$ cat config.mk
export PLATFORM = sky130hd
export DESIGN_NAME = synth_voice_allocator_top
export DESIGN_NICKNAME = d
export VERILOG_FILES = /design/src/sva_pkg.sv /design/src/synth_voice_allocator_top.sv /design/src/sva_ctrl.sv /design/src/sva_datapath.sv
export VERILOG_INCLUDE_DIRS = /design/src /design/src/src
export SDC_FILE = /design/constraint.sdc
export NUM_CORES = 2
export LEC_CHECK = 0
export ABC_AREA = 1
export ABC_CLOCK_PERIOD_IN_PS = 21100
export BUFFER_PORTS_ARGS = -buffer_cell sky130_fd_sc_hd__buf_2
export CORE_ASPECT_RATIO = 0.8
export CORE_MARGIN = 10
export CORE_UTILIZATION = 40
export CTS_CLUSTER_DIAMETER = 30
export DETAILED_ROUTE_END_ITERATION = 10
export HOLD_SLACK_MARGIN = 0.08
export PLACE_DENSITY = 0.53
export SETUP_SLACK_MARGIN = 0.4
export SYNTH_ARGS = -nofsm -noshare
export SYNTH_HDL_FRONTEND = slang
export SYNTH_SLANG_ARGS = --single-unit
$ cat constraint.sdc
create_clock -name clk -period 21.1 [get_ports clk]
set_clock_uncertainty 0.1 [all_clocks]
set_input_delay 3.165 -clock clk [delete_from_list [all_inputs] [get_ports clk]]
set_output_delay 3.165 -clock clk [all_outputs]
set_load 0.01 [all_outputs]
$ cat src/synth_voice_allocator_top_defines.svh
// ----------------------------------------------------------------------------
// Voice allocator assertion macros
// Shared macros for the concurrent checks of the voice allocator.
// ----------------------------------------------------------------------------
`ifndef SYNTH_VOICE_ALLOCATOR_TOP_DEFINES_SVH
`define SYNTH_VOICE_ALLOCATOR_TOP_DEFINES_SVH

// Same-cycle implication, disabled during reset.
`define SVA_ASSERT_IMPL(label, ante, cons, msg) \
	label: assert property (@(posedge clk) disable iff (!arst_n) (ante) |-> (cons)) \
		else $error(msg);

// Next-cycle implication, disabled during reset.
`define SVA_ASSERT_NEXT(label, ante, cons, msg) \
	label: assert property (@(posedge clk) disable iff (!arst_n) (ante) |=> (cons)) \
		else $error(msg);

`endif

$ cat src/sva_pkg.sv
// ----------------------------------------------------------------------------
// Voice allocator package
// Codes, command and status types shared by the allocator modules.
// ----------------------------------------------------------------------------
package sva_pkg;

	localparam logic [2:0] KIND_NOTE_ON  = 3'd0;
	localparam logic [2:0] KIND_NOTE_OFF = 3'd1;
	localparam logic [2:0] KIND_VOICE_END = 3'd2;
	localparam logic [2:0] KIND_LEVEL    = 3'd3;
	localparam logic [2:0] KIND_RESET    = 3'd4;

	localparam logic [2:0] CMD_NONE    = 3'd0;
	localparam logic [2:0] CMD_START   = 3'd1;
	localparam logic [2:0] CMD_RETUNE  = 3'd2;
	localparam logic [2:0] CMD_RELEASE = 3'd3;
	localparam logic [2:0] CMD_KILL    = 3'd4;

	localparam logic [1:0] GSRC_NONE  = 2'd0;
	localparam logic [1:0] GSRC_VOICE = 2'd1;
	localparam logic [1:0] GSRC_LAST  = 2'd2;

	localparam logic [1:0] MODE_POLY   = 2'd0;
	localparam logic [1:0] MODE_LEGATO = 2'd2;

	localparam logic [1:0] CFG_VOICE_MODE = 2'd0;
	localparam logic [1:0] CFG_GLIDE_ON   = 2'd1;

	localparam int          MAX_RESULTS = 16;
	localparam int          CNT_W       = 5;
	localparam logic [7:0]  NO_NOTE     = 8'hFF;

	typedef enum logic [3:0] {
		OP_IDLE,
		OP_LATCH,
		OP_HREM,
		OP_HPUSH,
		OP_FIND,
		OP_NEWEST,
		OP_RELOTH,
		OP_POLYOFF,
		OP_ON_ACT,
		OP_START_FOUND,
		OP_HTOP,
		OP_OFF_ACT,
		OP_KILL,
		OP_VEND,
		OP_VLVL,
		OP_FLUSH
	} dp_op_t;

	typedef enum logic [3:0] {
		ST_IDLE,
		ST_HREM,
		ST_HPUSH,
		ST_FIND,
		ST_NEWEST,
		ST_RELOTH,
		ST_POLYOFF,
		ST_ON_ACT,
		ST_START_FOUND,
		ST_HTOP,
		ST_OFF_ACT,
		ST_KILL,
		ST_VEND,
		ST_VLVL,
		ST_FLUSH
	} ctrl_state_t;

	typedef struct packed {
		dp_op_t op;
	} dp_cmd_t;

	typedef struct packed {
		logic done;
		logic poly;
		logic v_found;
		logic pend_valid;
	} dp_stat_t;

	typedef struct packed {
		logic [2:0] command;
		logic [3:0] target_voice;
		logic [6:0] cmd_note;
		logic [6:0] cmd_velocity;
		logic [1:0] glide_source;
		logic [6:0] glide_note;
	} res_t;

endpackage

$ cat src/synth_voice_allocator_top.sv
// Events are handled one item at a time. A note event runs the held-note removal pass
// (one stack entry a cycle) and the voice scans (one voice a cycle while the output does
// not stall); mono and legato modes scan the voices up to three times per event, poly
// mode once. Level, voice-end and reset events run no scan.
// Results leave one per cycle while the consumer keeps up; a stalled output stalls scans.
// Reset is asynchronous and active low; no clearing pass is needed after it.
// ----------------------------------------------------------------------------
// Voice allocator top level
// Polyphonic voice allocator with voice stealing, mono and legato modes.
// ----------------------------------------------------------------------------
`include "synth_voice_allocator_top_defines.svh"

module synth_voice_allocator_top #(
	parameter int NUM_VOICES = 16,
	parameter int HELD_DEPTH = 128
) (
	input  logic        clk,
	input  logic        arst_n,
	input  logic        s_tvalid,
	output logic        s_tready,
	input  logic [39:0] s_tdata,   // note, velocity, voice_index, env_level, zero pad
	input  logic [2:0]  s_tuser,   // kind
	output logic        m_tvalid,
	input  logic        m_tready,
	output logic [31:0] m_tdata,   // target_voice, cmd_note, cmd_velocity, glide_source,
	                               // glide_note, zero pad
	output logic [2:0]  m_tuser,   // command
	output logic        m_tlast,
	input  logic        cfg_we,
	input  logic [1:0]  cfg_index,
	input  logic [1:0]  cfg_data
);
	import sva_pkg::*;

	dp_cmd_t  cmd;
	dp_stat_t stat;
	res_t     res;

	sva_ctrl u_ctrl (
		.clk      (clk),
		.arst_n   (arst_n),
		.in_valid (s_tvalid),
		.in_ready (s_tready),
		.in_kind  (s_tuser),
		.cmd      (cmd),
		.stat     (stat)
	);

	sva_datapath #(
		.NUM_VOICES (NUM_VOICES),
		.HELD_DEPTH (HELD_DEPTH)
	) u_datapath (
		.clk            (clk),
		.arst_n         (arst_n),
		.cmd            (cmd),
		.stat           (stat),
		.in_note        (s_tdata[6:0]),
		.in_velocity    (s_tdata[13:7]),
		.in_voice_index (s_tdata[17:14]),
		.in_env_level   (s_tdata[33:18]),
		.cfg_we         (cfg_we),
		.cfg_index      (cfg_index),
		.cfg_data       (cfg_data),
		.out_valid      (m_tvalid),
		.out_ready      (m_tready),
		.out_res        (res),
		.out_last       (m_tlast)
	);

	assign m_tuser = res.command;
	assign m_tdata = {5'd0, res.glide_note, res.glide_source, res.cmd_velocity,
	                  res.cmd_note, res.target_voice};

	`SVA_ASSERT_IMPL(a_idle_no_pending, s_tready, !stat.pend_valid, "result left pending at idle")
	`SVA_ASSERT_NEXT(a_one_at_a_time, s_tvalid && s_tready, !s_tready, "item taken while busy")
	`SVA_ASSERT_IMPL(a_no_empty_cmd, m_tvalid, m_tuser != CMD_NONE, "empty command emitted")

endmodule

$ cat src/sva_ctrl.sv
// ----------------------------------------------------------------------------
// Voice allocator controller
// Sequences the datapath operations for each accepted event.
// ----------------------------------------------------------------------------
module sva_ctrl (
	input  logic             clk,
	input  logic             arst_n,
	input  logic             in_valid,
	output logic             in_ready,
	input  logic [2:0]       in_kind,
	output sva_pkg::dp_cmd_t cmd,
	input  sva_pkg::dp_stat_t stat
);
	import sva_pkg::*;

	ctrl_state_t state_q, state_d;
	logic [2:0]  kind_q;
	logic        accept;

	assign in_ready = (state_q == ST_IDLE);
	assign accept   = in_valid && in_ready;

	always_ff @(posedge clk or negedge arst_n) begin
		if (!arst_n) begin
			state_q <= ST_IDLE;
			kind_q  <= KIND_NOTE_ON;
		end else begin
			state_q <= state_d;
			if (accept) begin
				kind_q <= in_kind;
			end
		end
	end

	always_comb begin
		state_d = state_q;
		unique case (state_q)
			ST_IDLE: begin
				if (accept) begin
					unique case (in_kind)
						KIND_NOTE_ON, KIND_NOTE_OFF: state_d = ST_HREM;
						KIND_VOICE_END: state_d = ST_VEND;
						KIND_LEVEL:     state_d = ST_VLVL;
						KIND_RESET:     state_d = ST_KILL;
						default:        state_d = ST_FLUSH;
					endcase
				end
			end
			ST_HREM: begin
				if (stat.done) begin
					if (kind_q == KIND_NOTE_ON) begin
						state_d = ST_HPUSH;
					end else begin
						state_d = stat.poly ? ST_POLYOFF : ST_NEWEST;
					end
				end
			end
			ST_HPUSH: state_d = stat.poly ? ST_FIND : ST_NEWEST;
			ST_FIND: begin
				if (stat.done) begin
					state_d = ST_START_FOUND;
				end
			end
			ST_NEWEST: begin
				if (stat.done) begin
					state_d = (kind_q == KIND_NOTE_ON) ? ST_RELOTH : ST_HTOP;
				end
			end
			ST_RELOTH: begin
				if (stat.done) begin
					state_d = stat.v_found ? ST_ON_ACT : ST_FIND;
				end
			end
			ST_HTOP: state_d = ST_OFF_ACT;
			ST_POLYOFF, ST_ON_ACT, ST_START_FOUND, ST_OFF_ACT, ST_KILL: begin
				if (stat.done) begin
					state_d = ST_FLUSH;
				end
			end
			ST_VEND, ST_VLVL: state_d = ST_FLUSH;
			ST_FLUSH: begin
				if (stat.done) begin
					state_d = ST_IDLE;
				end
			end
			default: state_d = ST_IDLE;
		endcase
	end

	always_comb begin
		cmd.op = OP_IDLE;
		unique case (state_q)
			ST_IDLE:        cmd.op = accept ? OP_LATCH : OP_IDLE;
			ST_HREM:        cmd.op = OP_HREM;
			ST_HPUSH:       cmd.op = OP_HPUSH;
			ST_FIND:        cmd.op = OP_FIND;
			ST_NEWEST:      cmd.op = OP_NEWEST;
			ST_RELOTH:      cmd.op = OP_RELOTH;
			ST_POLYOFF:     cmd.op = OP_POLYOFF;
			ST_ON_ACT:      cmd.op = OP_ON_ACT;
			ST_START_FOUND: cmd.op = OP_START_FOUND;
			ST_HTOP:        cmd.op = OP_HTOP;
			ST_OFF_ACT:     cmd.op = OP_OFF_ACT;
			ST_KILL:        cmd.op = OP_KILL;
			ST_VEND:        cmd.op = OP_VEND;
			ST_VLVL:        cmd.op = OP_VLVL;
			ST_FLUSH:       cmd.op = OP_FLUSH;
			default:        cmd.op = OP_IDLE;
		endcase
	end

endmodule

$ cat src/sva_datapath.sv
// ----------------------------------------------------------------------------
// Voice allocator datapath
// Voice table, held-note stack, voice scans and the result buffer.
// ----------------------------------------------------------------------------
module sva_datapath #(
	parameter int NUM_VOICES = 16,
	parameter int HELD_DEPTH = 128
) (
	input  logic              clk,
	input  logic              arst_n,
	input  sva_pkg::dp_cmd_t  cmd,
	output sva_pkg::dp_stat_t stat,
	input  logic [6:0]        in_note,
	input  logic [6:0]        in_velocity,
	input  logic [3:0]        in_voice_index,
	input  logic [15:0]       in_env_level,
	input  logic              cfg_we,
	input  logic [1:0]        cfg_index,
	input  logic [1:0]        cfg_data,
	output logic              out_valid,
	input  logic              out_ready,
	output sva_pkg::res_t     out_res,
	output logic              out_last
);
	import sva_pkg::*;

	localparam int VW  = (NUM_VOICES > 1) ? $clog2(NUM_VOICES) : 1;
	localparam int HCW = $clog2(HELD_DEPTH + 1);
	localparam int HIW = (HELD_DEPTH > 1) ? $clog2(HELD_DEPTH) : 1;

	logic [1:0]  mode_q;
	logic        glide_q;

	logic [6:0]  note_q;
	logic [6:0]  vel_q;
	logic [3:0]  vi_q;
	logic [15:0] lvl_q;

	logic        act_q  [NUM_VOICES];
	logic        rel_q  [NUM_VOICES];
	logic [6:0]  vnote_q[NUM_VOICES];
	logic [6:0]  vvel_q [NUM_VOICES];
	logic [31:0] age_q  [NUM_VOICES];
	logic [15:0] vlvl_q [NUM_VOICES];

	logic [31:0] age_ctr_q;
	logic [7:0]  lp_q;
	logic [HCW-1:0] hcnt_q;

	logic [VW-1:0] scan_q;
	logic          scan_first;
	logic          scan_last;
	logic          scanning;

	logic          fi_found_q, rb_found_q, nb_found_q;
	logic [VW-1:0] fi_idx_q, rb_idx_q, old_idx_q, nb_idx_q;
	logic [15:0]   rb_lvl_q;
	logic [31:0]   old_age_q, nb_age_q;
	logic          nb_rel_q;
	logic [6:0]    nb_note_q, nb_vel_q;
	logic          fi_f, rb_f, nb_f;
	logic [VW-1:0] find_idx;
	logic          off_ok;

	logic [6:0]     hs_mem[HELD_DEPTH];
	logic [6:0]     hs_rd_s1;
	logic [HIW-1:0] rd_idx_s1;
	logic           rd_v_s1;
	logic [HCW-1:0] rp_q;
	logic           hfound_q;
	logic           rd_en;
	logic [HIW-1:0] rd_addr;
	logic           hs_we;
	logic [HIW-1:0] hs_waddr;
	logic [6:0]     hs_wdata;
	logic           hrem_issue;
	logic           hrem_done;

	logic          emit_req;
	logic          scan_hit;
	logic          act_start, act_retune, act_release;
	logic [VW-1:0] act_v;
	logic [6:0]    act_note, act_vel;
	logic [1:0]    act_gsrc;
	res_t          res_new;
	logic          out_busy, go, fire, flush_move;

	res_t             pend_q;
	logic             pend_valid_q;
	res_t             out_q;
	logic             out_valid_q;
	logic             out_last_q;
	logic [CNT_W-1:0] cnt_q;

	logic          vi_ok;
	logic [VW-1:0] vi_idx;

	assign vi_ok  = (32'(vi_q) < NUM_VOICES);
	assign vi_idx = VW'(vi_q);

	assign scanning   = (cmd.op == OP_FIND) || (cmd.op == OP_NEWEST) ||
	                    (cmd.op == OP_RELOTH) || (cmd.op == OP_POLYOFF);
	assign scan_first = (scan_q == '0);
	assign scan_last  = (scan_q == VW'(NUM_VOICES - 1));

	assign fi_f = scan_first ? 1'b0 : fi_found_q;
	assign rb_f = scan_first ? 1'b0 : rb_found_q;
	assign nb_f = scan_first ? 1'b0 : nb_found_q;

	assign find_idx = fi_found_q ? fi_idx_q : (rb_found_q ? rb_idx_q : old_idx_q);
	assign off_ok   = nb_found_q && !nb_rel_q && (nb_note_q == note_q);

	assign out_busy = out_valid_q && !out_ready;

	// Configuration registers and event latch.
	always_ff @(posedge clk or negedge arst_n) begin
		if (!arst_n) begin
			mode_q  <= MODE_POLY;
			glide_q <= 1'b0;
		end else if (cfg_we) begin
			unique case (cfg_index)
				CFG_VOICE_MODE: mode_q  <= cfg_data;
				CFG_GLIDE_ON:   glide_q <= cfg_data[0];
				default: ;
			endcase
		end
	end

	always_ff @(posedge clk) begin
		if (cmd.op == OP_LATCH) begin
			note_q <= in_note;
			vel_q  <= in_velocity;
			vi_q   <= in_voice_index;
			lvl_q  <= in_env_level;
		end
	end

	// Result selection for the current operation.
	always_comb begin
		emit_req    = 1'b0;
		scan_hit    = 1'b0;
		res_new     = '0;
		act_start   = 1'b0;
		act_retune  = 1'b0;
		act_release = 1'b0;
		act_v       = nb_idx_q;
		act_note    = note_q;
		act_vel     = vel_q;
		act_gsrc    = glide_q ? GSRC_VOICE : GSRC_NONE;
		unique case (cmd.op)
			OP_RELOTH: begin
				scan_hit = act_q[scan_q] && !rel_q[scan_q] &&
				           !(nb_found_q && (nb_idx_q == scan_q));
				emit_req = scan_hit && (cnt_q < CNT_W'(MAX_RESULTS - 1));
				res_new.command      = CMD_RELEASE;
				res_new.target_voice = 4'(scan_q);
			end
			OP_POLYOFF: begin
				scan_hit = act_q[scan_q] && !rel_q[scan_q] && (vnote_q[scan_q] == note_q);
				emit_req = scan_hit && (cnt_q < CNT_W'(MAX_RESULTS));
				res_new.command      = CMD_RELEASE;
				res_new.target_voice = 4'(scan_q);
			end
			OP_ON_ACT: begin
				if ((mode_q == MODE_LEGATO) && (hcnt_q > HCW'(1)) && !nb_rel_q) begin
					act_retune = 1'b1;
				end else begin
					act_start = 1'b1;
				end
			end
			OP_START_FOUND: begin
				act_v     = find_idx;
				act_start = 1'b1;
				if ((mode_q != MODE_POLY) && glide_q && (lp_q != NO_NOTE)) begin
					act_gsrc = GSRC_LAST;
				end else begin
					act_gsrc = GSRC_NONE;
				end
			end
			OP_OFF_ACT: begin
				act_note = hs_rd_s1;
				act_vel  = nb_vel_q;
				if (off_ok) begin
					if (hcnt_q != '0) begin
						if (mode_q == MODE_LEGATO) begin
							act_retune = 1'b1;
						end else begin
							act_start = 1'b1;
						end
					end else begin
						act_release = 1'b1;
					end
				end
			end
			OP_KILL: begin
				emit_req        = (cnt_q < CNT_W'(MAX_RESULTS));
				res_new.command = CMD_KILL;
			end
			default: ;
		endcase
		if (act_start || act_retune || act_release) begin
			emit_req             = (cnt_q < CNT_W'(MAX_RESULTS));
			res_new.target_voice = 4'(act_v);
			if (act_release) begin
				res_new.command = CMD_RELEASE;
			end else begin
				res_new.command      = act_start ? CMD_START : CMD_RETUNE;
				res_new.cmd_note     = act_note;
				res_new.cmd_velocity = act_start ? act_vel : 7'd0;
				res_new.glide_source = act_gsrc;
				res_new.glide_note   = (act_start && (act_gsrc == GSRC_LAST)) ? lp_q[6:0] : 7'd0;
			end
		end
	end

	assign go         = !(emit_req && pend_valid_q && out_busy);
	assign fire       = emit_req && go;
	assign flush_move = (cmd.op == OP_FLUSH) && pend_valid_q && !out_busy;

	// Voice table with reset values.
	always_ff @(posedge clk or negedge arst_n) begin
		if (!arst_n) begin
			for (int i = 0; i < NUM_VOICES; i++) begin
				act_q[i]  <= 1'b0;
				rel_q[i]  <= 1'b0;
				age_q[i]  <= '0;
				vlvl_q[i] <= '0;
			end
			age_ctr_q <= '0;
			lp_q      <= NO_NOTE;
		end else begin
			if ((cmd.op == OP_VEND) && vi_ok) begin
				act_q[vi_idx] <= 1'b0;
				rel_q[vi_idx] <= 1'b0;
			end
			if ((cmd.op == OP_VLVL) && vi_ok) begin
				vlvl_q[vi_idx] <= lvl_q;
			end
			if (cmd.op == OP_KILL) begin
				for (int i = 0; i < NUM_VOICES; i++) begin
					act_q[i] <= 1'b0;
					rel_q[i] <= 1'b0;
				end
				lp_q <= NO_NOTE;
			end
			if (scan_hit && go) begin
				rel_q[scan_q] <= 1'b1;
			end
			if (act_start && go) begin
				age_ctr_q     <= age_ctr_q + 32'd1;
				age_q[act_v]  <= age_ctr_q + 32'd1;
				act_q[act_v]  <= 1'b1;
				rel_q[act_v]  <= 1'b0;
			end
			if (act_release && go) begin
				rel_q[act_v] <= 1'b1;
			end
			if (((cmd.op == OP_ON_ACT) || (cmd.op == OP_START_FOUND)) && go) begin
				lp_q <= {1'b0, note_q};
			end
			if ((cmd.op == OP_OFF_ACT) && (act_start || act_retune) && go) begin
				lp_q <= {1'b0, hs_rd_s1};
			end
		end
	end

	always_ff @(posedge clk) begin
		if ((act_start || act_retune) && go) begin
			vnote_q[act_v] <= act_note;
		end
		if (act_start && go) begin
			vvel_q[act_v] <= act_vel;
		end
	end

	// Voice scans: first free, quietest releasing, oldest and newest active.
	always_ff @(posedge clk or negedge arst_n) begin
		if (!arst_n) begin
			scan_q     <= '0;
			fi_found_q <= 1'b0;
			rb_found_q <= 1'b0;
			nb_found_q <= 1'b0;
		end else begin
			if (scanning && go) begin
				scan_q <= scan_last ? '0 : scan_q + 1'b1;
			end
			if (cmd.op == OP_FIND) begin
				fi_found_q <= fi_f || !act_q[scan_q];
				rb_found_q <= rb_f || rel_q[scan_q];
			end
			if (cmd.op == OP_NEWEST) begin
				nb_found_q <= nb_f || act_q[scan_q];
			end
		end
	end

	always_ff @(posedge clk) begin
		if (cmd.op == OP_FIND) begin
			if (!act_q[scan_q] && !fi_f) begin
				fi_idx_q <= scan_q;
			end
			if (rel_q[scan_q] && (!rb_f || (vlvl_q[scan_q] < rb_lvl_q))) begin
				rb_idx_q <= scan_q;
				rb_lvl_q <= vlvl_q[scan_q];
			end
			if (scan_first || (age_q[scan_q] < old_age_q)) begin
				old_idx_q <= scan_q;
				old_age_q <= age_q[scan_q];
			end
		end
		if (cmd.op == OP_NEWEST) begin
			if (act_q[scan_q] && (!nb_f || (age_q[scan_q] > nb_age_q))) begin
				nb_idx_q  <= scan_q;
				nb_age_q  <= age_q[scan_q];
				nb_rel_q  <= rel_q[scan_q];
				nb_note_q <= vnote_q[scan_q];
				nb_vel_q  <= vvel_q[scan_q];
			end
		end
	end

	// Held-note stack: removal streams through the memory and closes the gap.
	assign hrem_issue = (cmd.op == OP_HREM) && (rp_q < hcnt_q);
	assign hrem_done  = (cmd.op == OP_HREM) && (rp_q >= hcnt_q) && !rd_v_s1;
	assign rd_en      = hrem_issue || (cmd.op == OP_HTOP);
	assign rd_addr    = (cmd.op == OP_HTOP) ? HIW'(hcnt_q - HCW'(1)) : HIW'(rp_q);

	always_comb begin
		hs_we    = 1'b0;
		hs_waddr = HIW'(hcnt_q);
		hs_wdata = note_q;
		if ((cmd.op == OP_HREM) && rd_v_s1 && hfound_q) begin
			hs_we    = 1'b1;
			hs_waddr = rd_idx_s1 - HIW'(1);
			hs_wdata = hs_rd_s1;
		end else if ((cmd.op == OP_HPUSH) && (hcnt_q < HCW'(HELD_DEPTH))) begin
			hs_we = 1'b1;
		end
	end

	always_ff @(posedge clk) begin
		if (hs_we) begin
			hs_mem[hs_waddr] <= hs_wdata;
		end
		if (rd_en) begin
			hs_rd_s1 <= hs_mem[rd_addr];
		end
		rd_idx_s1 <= HIW'(rp_q);
	end

	always_ff @(posedge clk or negedge arst_n) begin
		if (!arst_n) begin
			hcnt_q   <= '0;
			rp_q     <= '0;
			hfound_q <= 1'b0;
			rd_v_s1  <= 1'b0;
		end else begin
			rd_v_s1 <= hrem_issue;
			if (hrem_issue) begin
				rp_q <= rp_q + HCW'(1);
			end
			if ((cmd.op == OP_HREM) && rd_v_s1 && !hfound_q && (hs_rd_s1 == note_q)) begin
				hfound_q <= 1'b1;
			end
			if (hrem_done) begin
				hcnt_q   <= hcnt_q - HCW'(hfound_q);
				rp_q     <= '0;
				hfound_q <= 1'b0;
			end
			if ((cmd.op == OP_HPUSH) && (hcnt_q < HCW'(HELD_DEPTH))) begin
				hcnt_q <= hcnt_q + HCW'(1);
			end
			if (cmd.op == OP_KILL) begin
				hcnt_q <= '0;
			end
		end
	end

	// Result buffer: one pending item ahead of the output register.
	always_ff @(posedge clk or negedge arst_n) begin
		if (!arst_n) begin
			pend_valid_q <= 1'b0;
			out_valid_q  <= 1'b0;
			cnt_q        <= '0;
		end else begin
			if (cmd.op == OP_LATCH) begin
				cnt_q <= '0;
			end
			if (fire) begin
				pend_valid_q <= 1'b1;
				cnt_q        <= cnt_q + CNT_W'(1);
			end
			if (fire && pend_valid_q) begin
				out_valid_q <= 1'b1;
			end else if (flush_move) begin
				out_valid_q  <= 1'b1;
				pend_valid_q <= 1'b0;
			end else if (out_ready) begin
				out_valid_q <= 1'b0;
			end
		end
	end

	always_ff @(posedge clk) begin
		if (fire) begin
			pend_q <= res_new;
		end
		if (fire && pend_valid_q) begin
			out_q      <= pend_q;
			out_last_q <= 1'b0;
		end else if (flush_move) begin
			out_q      <= pend_q;
			out_last_q <= 1'b1;
		end
	end

	always_comb begin
		stat.poly       = (mode_q == MODE_POLY);
		stat.v_found    = nb_found_q;
		stat.pend_valid = pend_valid_q;
		unique case (cmd.op)
			OP_HREM:   stat.done = hrem_done;
			OP_FIND, OP_NEWEST, OP_RELOTH, OP_POLYOFF: stat.done = go && scan_last;
			OP_ON_ACT, OP_START_FOUND, OP_OFF_ACT, OP_KILL: stat.done = go;
			OP_FLUSH:  stat.done = !pend_valid_q || !out_busy;
			OP_IDLE:   stat.done = 1'b0;
			default:   stat.done = 1'b1;
		endcase
	end

	assign out_valid = out_valid_q;
	assign out_res   = out_q;
	assign out_last  = out_last_q;

endmodule

==> flow_metrics.py <==
metrics = {
    "cts": {
        "h-tree-depth": 5,
        "cts_sinks": 2222,
        "cts-root-buf": "clkbuf_16",
        "numCtsBuffers": 448,
        "postCtsHoldBufs": 0,
        "cts.clk_slew.worst_paths_ps": 50,
        "ctsResizeCount": 0,
        "clockBufferDepth": 4,
        "postCtsSetupBuffers": 0,
        "worstSkewPairLatency_ps": 920,
        "cts_tree": "built",
    },
    "sta": {
        "setup_viol": 0,
        "setup_tns_ps": 0,
        "timing.fmax_ghz": 0.144,
        "drv_slew": 0,
        "rsz0062_at_grt": "no",
        "slew_headroom_pct": 18.0,
        "hold_viol_final": 0,
        "fin_crit_sh_pct": 32.9,
        "worst_slack_ps": 14160,
        "worstMarginPinSlew_ps": 1230,
        "holdWs_ps": 314,
        "period_needed_ps": 6940,
    },
    "power_and_ir_drop": {
        "netSwitchingPower_mw": 5.65,
        "switching_share_pct": 33.4,
        "internal-power_mw": 11.3,
        "totalPowerFinal_mw": 16.9,
        "p_per_area_mw_per_mm2": 147,
        "peakVddDrop_uv": 159,
        "power_frac_seq_pct": 32.0,
        "combinationalPowerShare_pct": 25.3,
        "power.leakage_nw": 45.3,
        "pwr-share-clk_pct": 42.7,
    },
    "global_route": {
        "grt_pass1_vias": 68300,
        "grt_pass1_wl_mm": 433,
        "grt_max_degree": 201,
        "antenna_found_initial": 6,
        "gr-usage-all-layers_pct": 21.3,
        "grt_remaining_overflow": 0,
    },
    "detailed_routing": {
        "drt-initial-drc-count": 7258,
        "route.final.wire_length_mm": 287,
        "wl_per_cell_um": 22.1,
        "viasPerCell": 5.44,
        "route.detailed.drc": 0,
        "drt.antenna.violating_nets": 0,
        "first_pass_iters": 6,
        "dr_total_vias": 70700,
    },
    "layout": {
        "drive_gt1_share_pct": 12.1,
        "final_common_cell": "nand2_1",
        "n_antenna_cell": 0,
        "area_growth_pct": 19.5,
        "final_cell_mix": "nand2_1, o21ai_0, edfxtp_1",
        "nNetsFinal": 9591,
    },
    "logic_synthesis": {
        "synth.distinct_cells": 57,
        "synthesis.area_mm2": 0.0960,
        "synth_top_flop_cell": "edfxtp_1",
        "ys_top_cells_by_area": "edfxtp_1, dfrtp_1, o21ai_0",
        "synth_edf_count": 1332,
        "ys_seq_area_share_pct": 64.8,
        "postSynthCellCount": 9391,
        "synth_seq_cells": 2222,
        "async_reset_ff_share_pct": 39.7,
        "yosys_warnings": 0,
        "yosysTopAreaCell": "edfxtp_1",
        "synth.top_cell.area_share_pct": 41.7,
        "synth.avg_cell_area_um2": 10.2,
    },
    "placed_design": {
        "gp_congestion": 0.832,
        "detailed_place_hpwl_mm": 161,
        "dp_slack_ps": 13620,
        "portBuffers": 78,
    },
    "worst_setup_path": {
        "startpoint": "u_datapath.scan_q[1]$_DFFE_PN0P_",
        "cp_data_required_time_ps": 21450,
        "startpoint_type": "register",
        "critPathKind": "reg -> reg",
        "slowest_delay_ps": 760,
        "arrival_ps": 7290,
        "r2r-start": "u_datapath.scan_q[1]$_DFFE_PN0P_",
        "slowest_stage": "dfrtp_4",
        "crit_chain": "inv_8 > buf_4 > buf_4 > a21oi_1 > o21ai_0 > a21oi_1 > a2111o_1 > ha_1 > nand2_1 > inv_1 > a221oi_1 > o221ai_1 > nand2_1 > o2111ai_1 > nand2_1 > nand2_1 > nand2_1 > a21oi_4 > buf_4",
        "regToRegSetupSlack_ps": 14160,
        "crit_fanout": 99,
        "end_kind": "register",
        "cp_common_cell": "nand2_1",
    },
    "outcome": {
        "status": "complete, no violations",
    },
    "run": {
        "maxCapViolCount": 0,
    },
    "worst_hold_path": {
        "holdCritStartpoint": "u_datapath.pend_q[21]$_SDFFCE_PP0P_",
        "hold_path.class": "reg -> reg",
    },
    "die": {
        "die_w_um": 568,
        "core_mm2": 0.238,
        "num_rows": 160,
        "pin_count": 90,
        "start_util_pct": 40.3,
        "die_area_mm2": 0.260,
        "die_h_um": 458,
    },
}
## kinds of logic after synthesis
| kind of cell | synth area share (%) |
|---|---|
| other cells | 0.00391 |
| xor+xnor | 0.483 |
| fa+ha+maj | 1.36 |
| simple gates | 14.2 |
| buf+inv | 4.93 |
| compound gates | 14.2 |
| flops | 64.8 |
## flip-flops by register name (all words and copies together), names as in the netlist, 8 cells and up
| register | flops |
|---|---|
| u_datapath.act_q | 16 |
| u_datapath.age_ctr_q | 32 |
| u_datapath.age_q | 512 |
| u_datapath.hcnt_q | 8 |
| u_datapath.hs_mem | 896 |
| u_datapath.lp_q | 8 |
| u_datapath.lvl_q | 16 |
| u_datapath.nb_age_q | 32 |
| u_datapath.old_age_q | 32 |
| u_datapath.out_res | 30 |
| u_datapath.pend_q | 30 |
| u_datapath.rb_lvl_q | 16 |
| u_datapath.rel_q | 16 |
| u_datapath.rp_q | 8 |
| u_datapath.vlvl_q | 256 |
| u_datapath.vnote_q | 112 |
| u_datapath.vvel_q | 112 |
## power groups by stage
stage               clock (mW)  combinational, mW  sequential [mW]
floorplan                    0               2.84             5.42
global placement             0               4.22             5.48
detailed placement           0               4.26             5.49
CTS                       7.31               4.28             5.42
global route              7.55               4.77             5.45
finish                    7.22               4.29             5.42
## synth_stat cells, drive strengths merged (111+ instances only)
master,count
a21oi,140
buf,171
clkbuf,465
dfrtp,874
edfxtp,1332
inv,520
nand2,1889
nand3,219
nor2,1070
o211ai,307
o21ai,1657
o22ai,273
or2,111
## worst max-delay path, delay by kind of cell (launching register included)
family	cells	cell delay, ps
fa+ha+maj	1	330
flops	1	760
simple gates	5	570
compound gates	8	1630
buf+inv	5	2800
## cell type report
cell class,instances,area (um^2)
fill,21400,123000
timing repair buffer,226,1560
sequential,2222,62200
inverter,523,2000
multi-input combinational,6014,29300
tap,3159,3950
clock buffer,553,12300
clock inverter,283,3390
## metrics by stage
stage               instance area, um^2  std cells  util (%)
global route                     115000      13000      48.2
global placement                  99100      12100      41.6
detailed placement                99100      12100      41.6
CTS                              115000      13000      48.2
floorplan                         96000       9395         -
finish                           115000      13000      48.2
## final timing paths
path                                                      end  cells after the start
setup / recovery             u_datapath.nb_age_q[0]$_DFFE_PP_                     19
hold / removal               u_datapath.out_res[21]$_DFFE_PP_                      0
setup reg to reg             u_datapath.nb_age_q[0]$_DFFE_PP_                     19
hold reg to reg              u_datapath.out_res[21]$_DFFE_PP_                      0
max in group asynchronous   u_datapath.age_q[113]$_DFFE_PN0P_                      5
min in group asynchronous  u_datapath.vlvl_q[167]$_DFFE_PN0P_                      1
## metal layers
metal,global-route usage (%),wire [um]
met1,30.9,131000
met2,32.5,127000
met3,3.79,20800
met4,6.80,8120
met5,0,0
No activity file was read; power rests on OpenSTA's default activity.
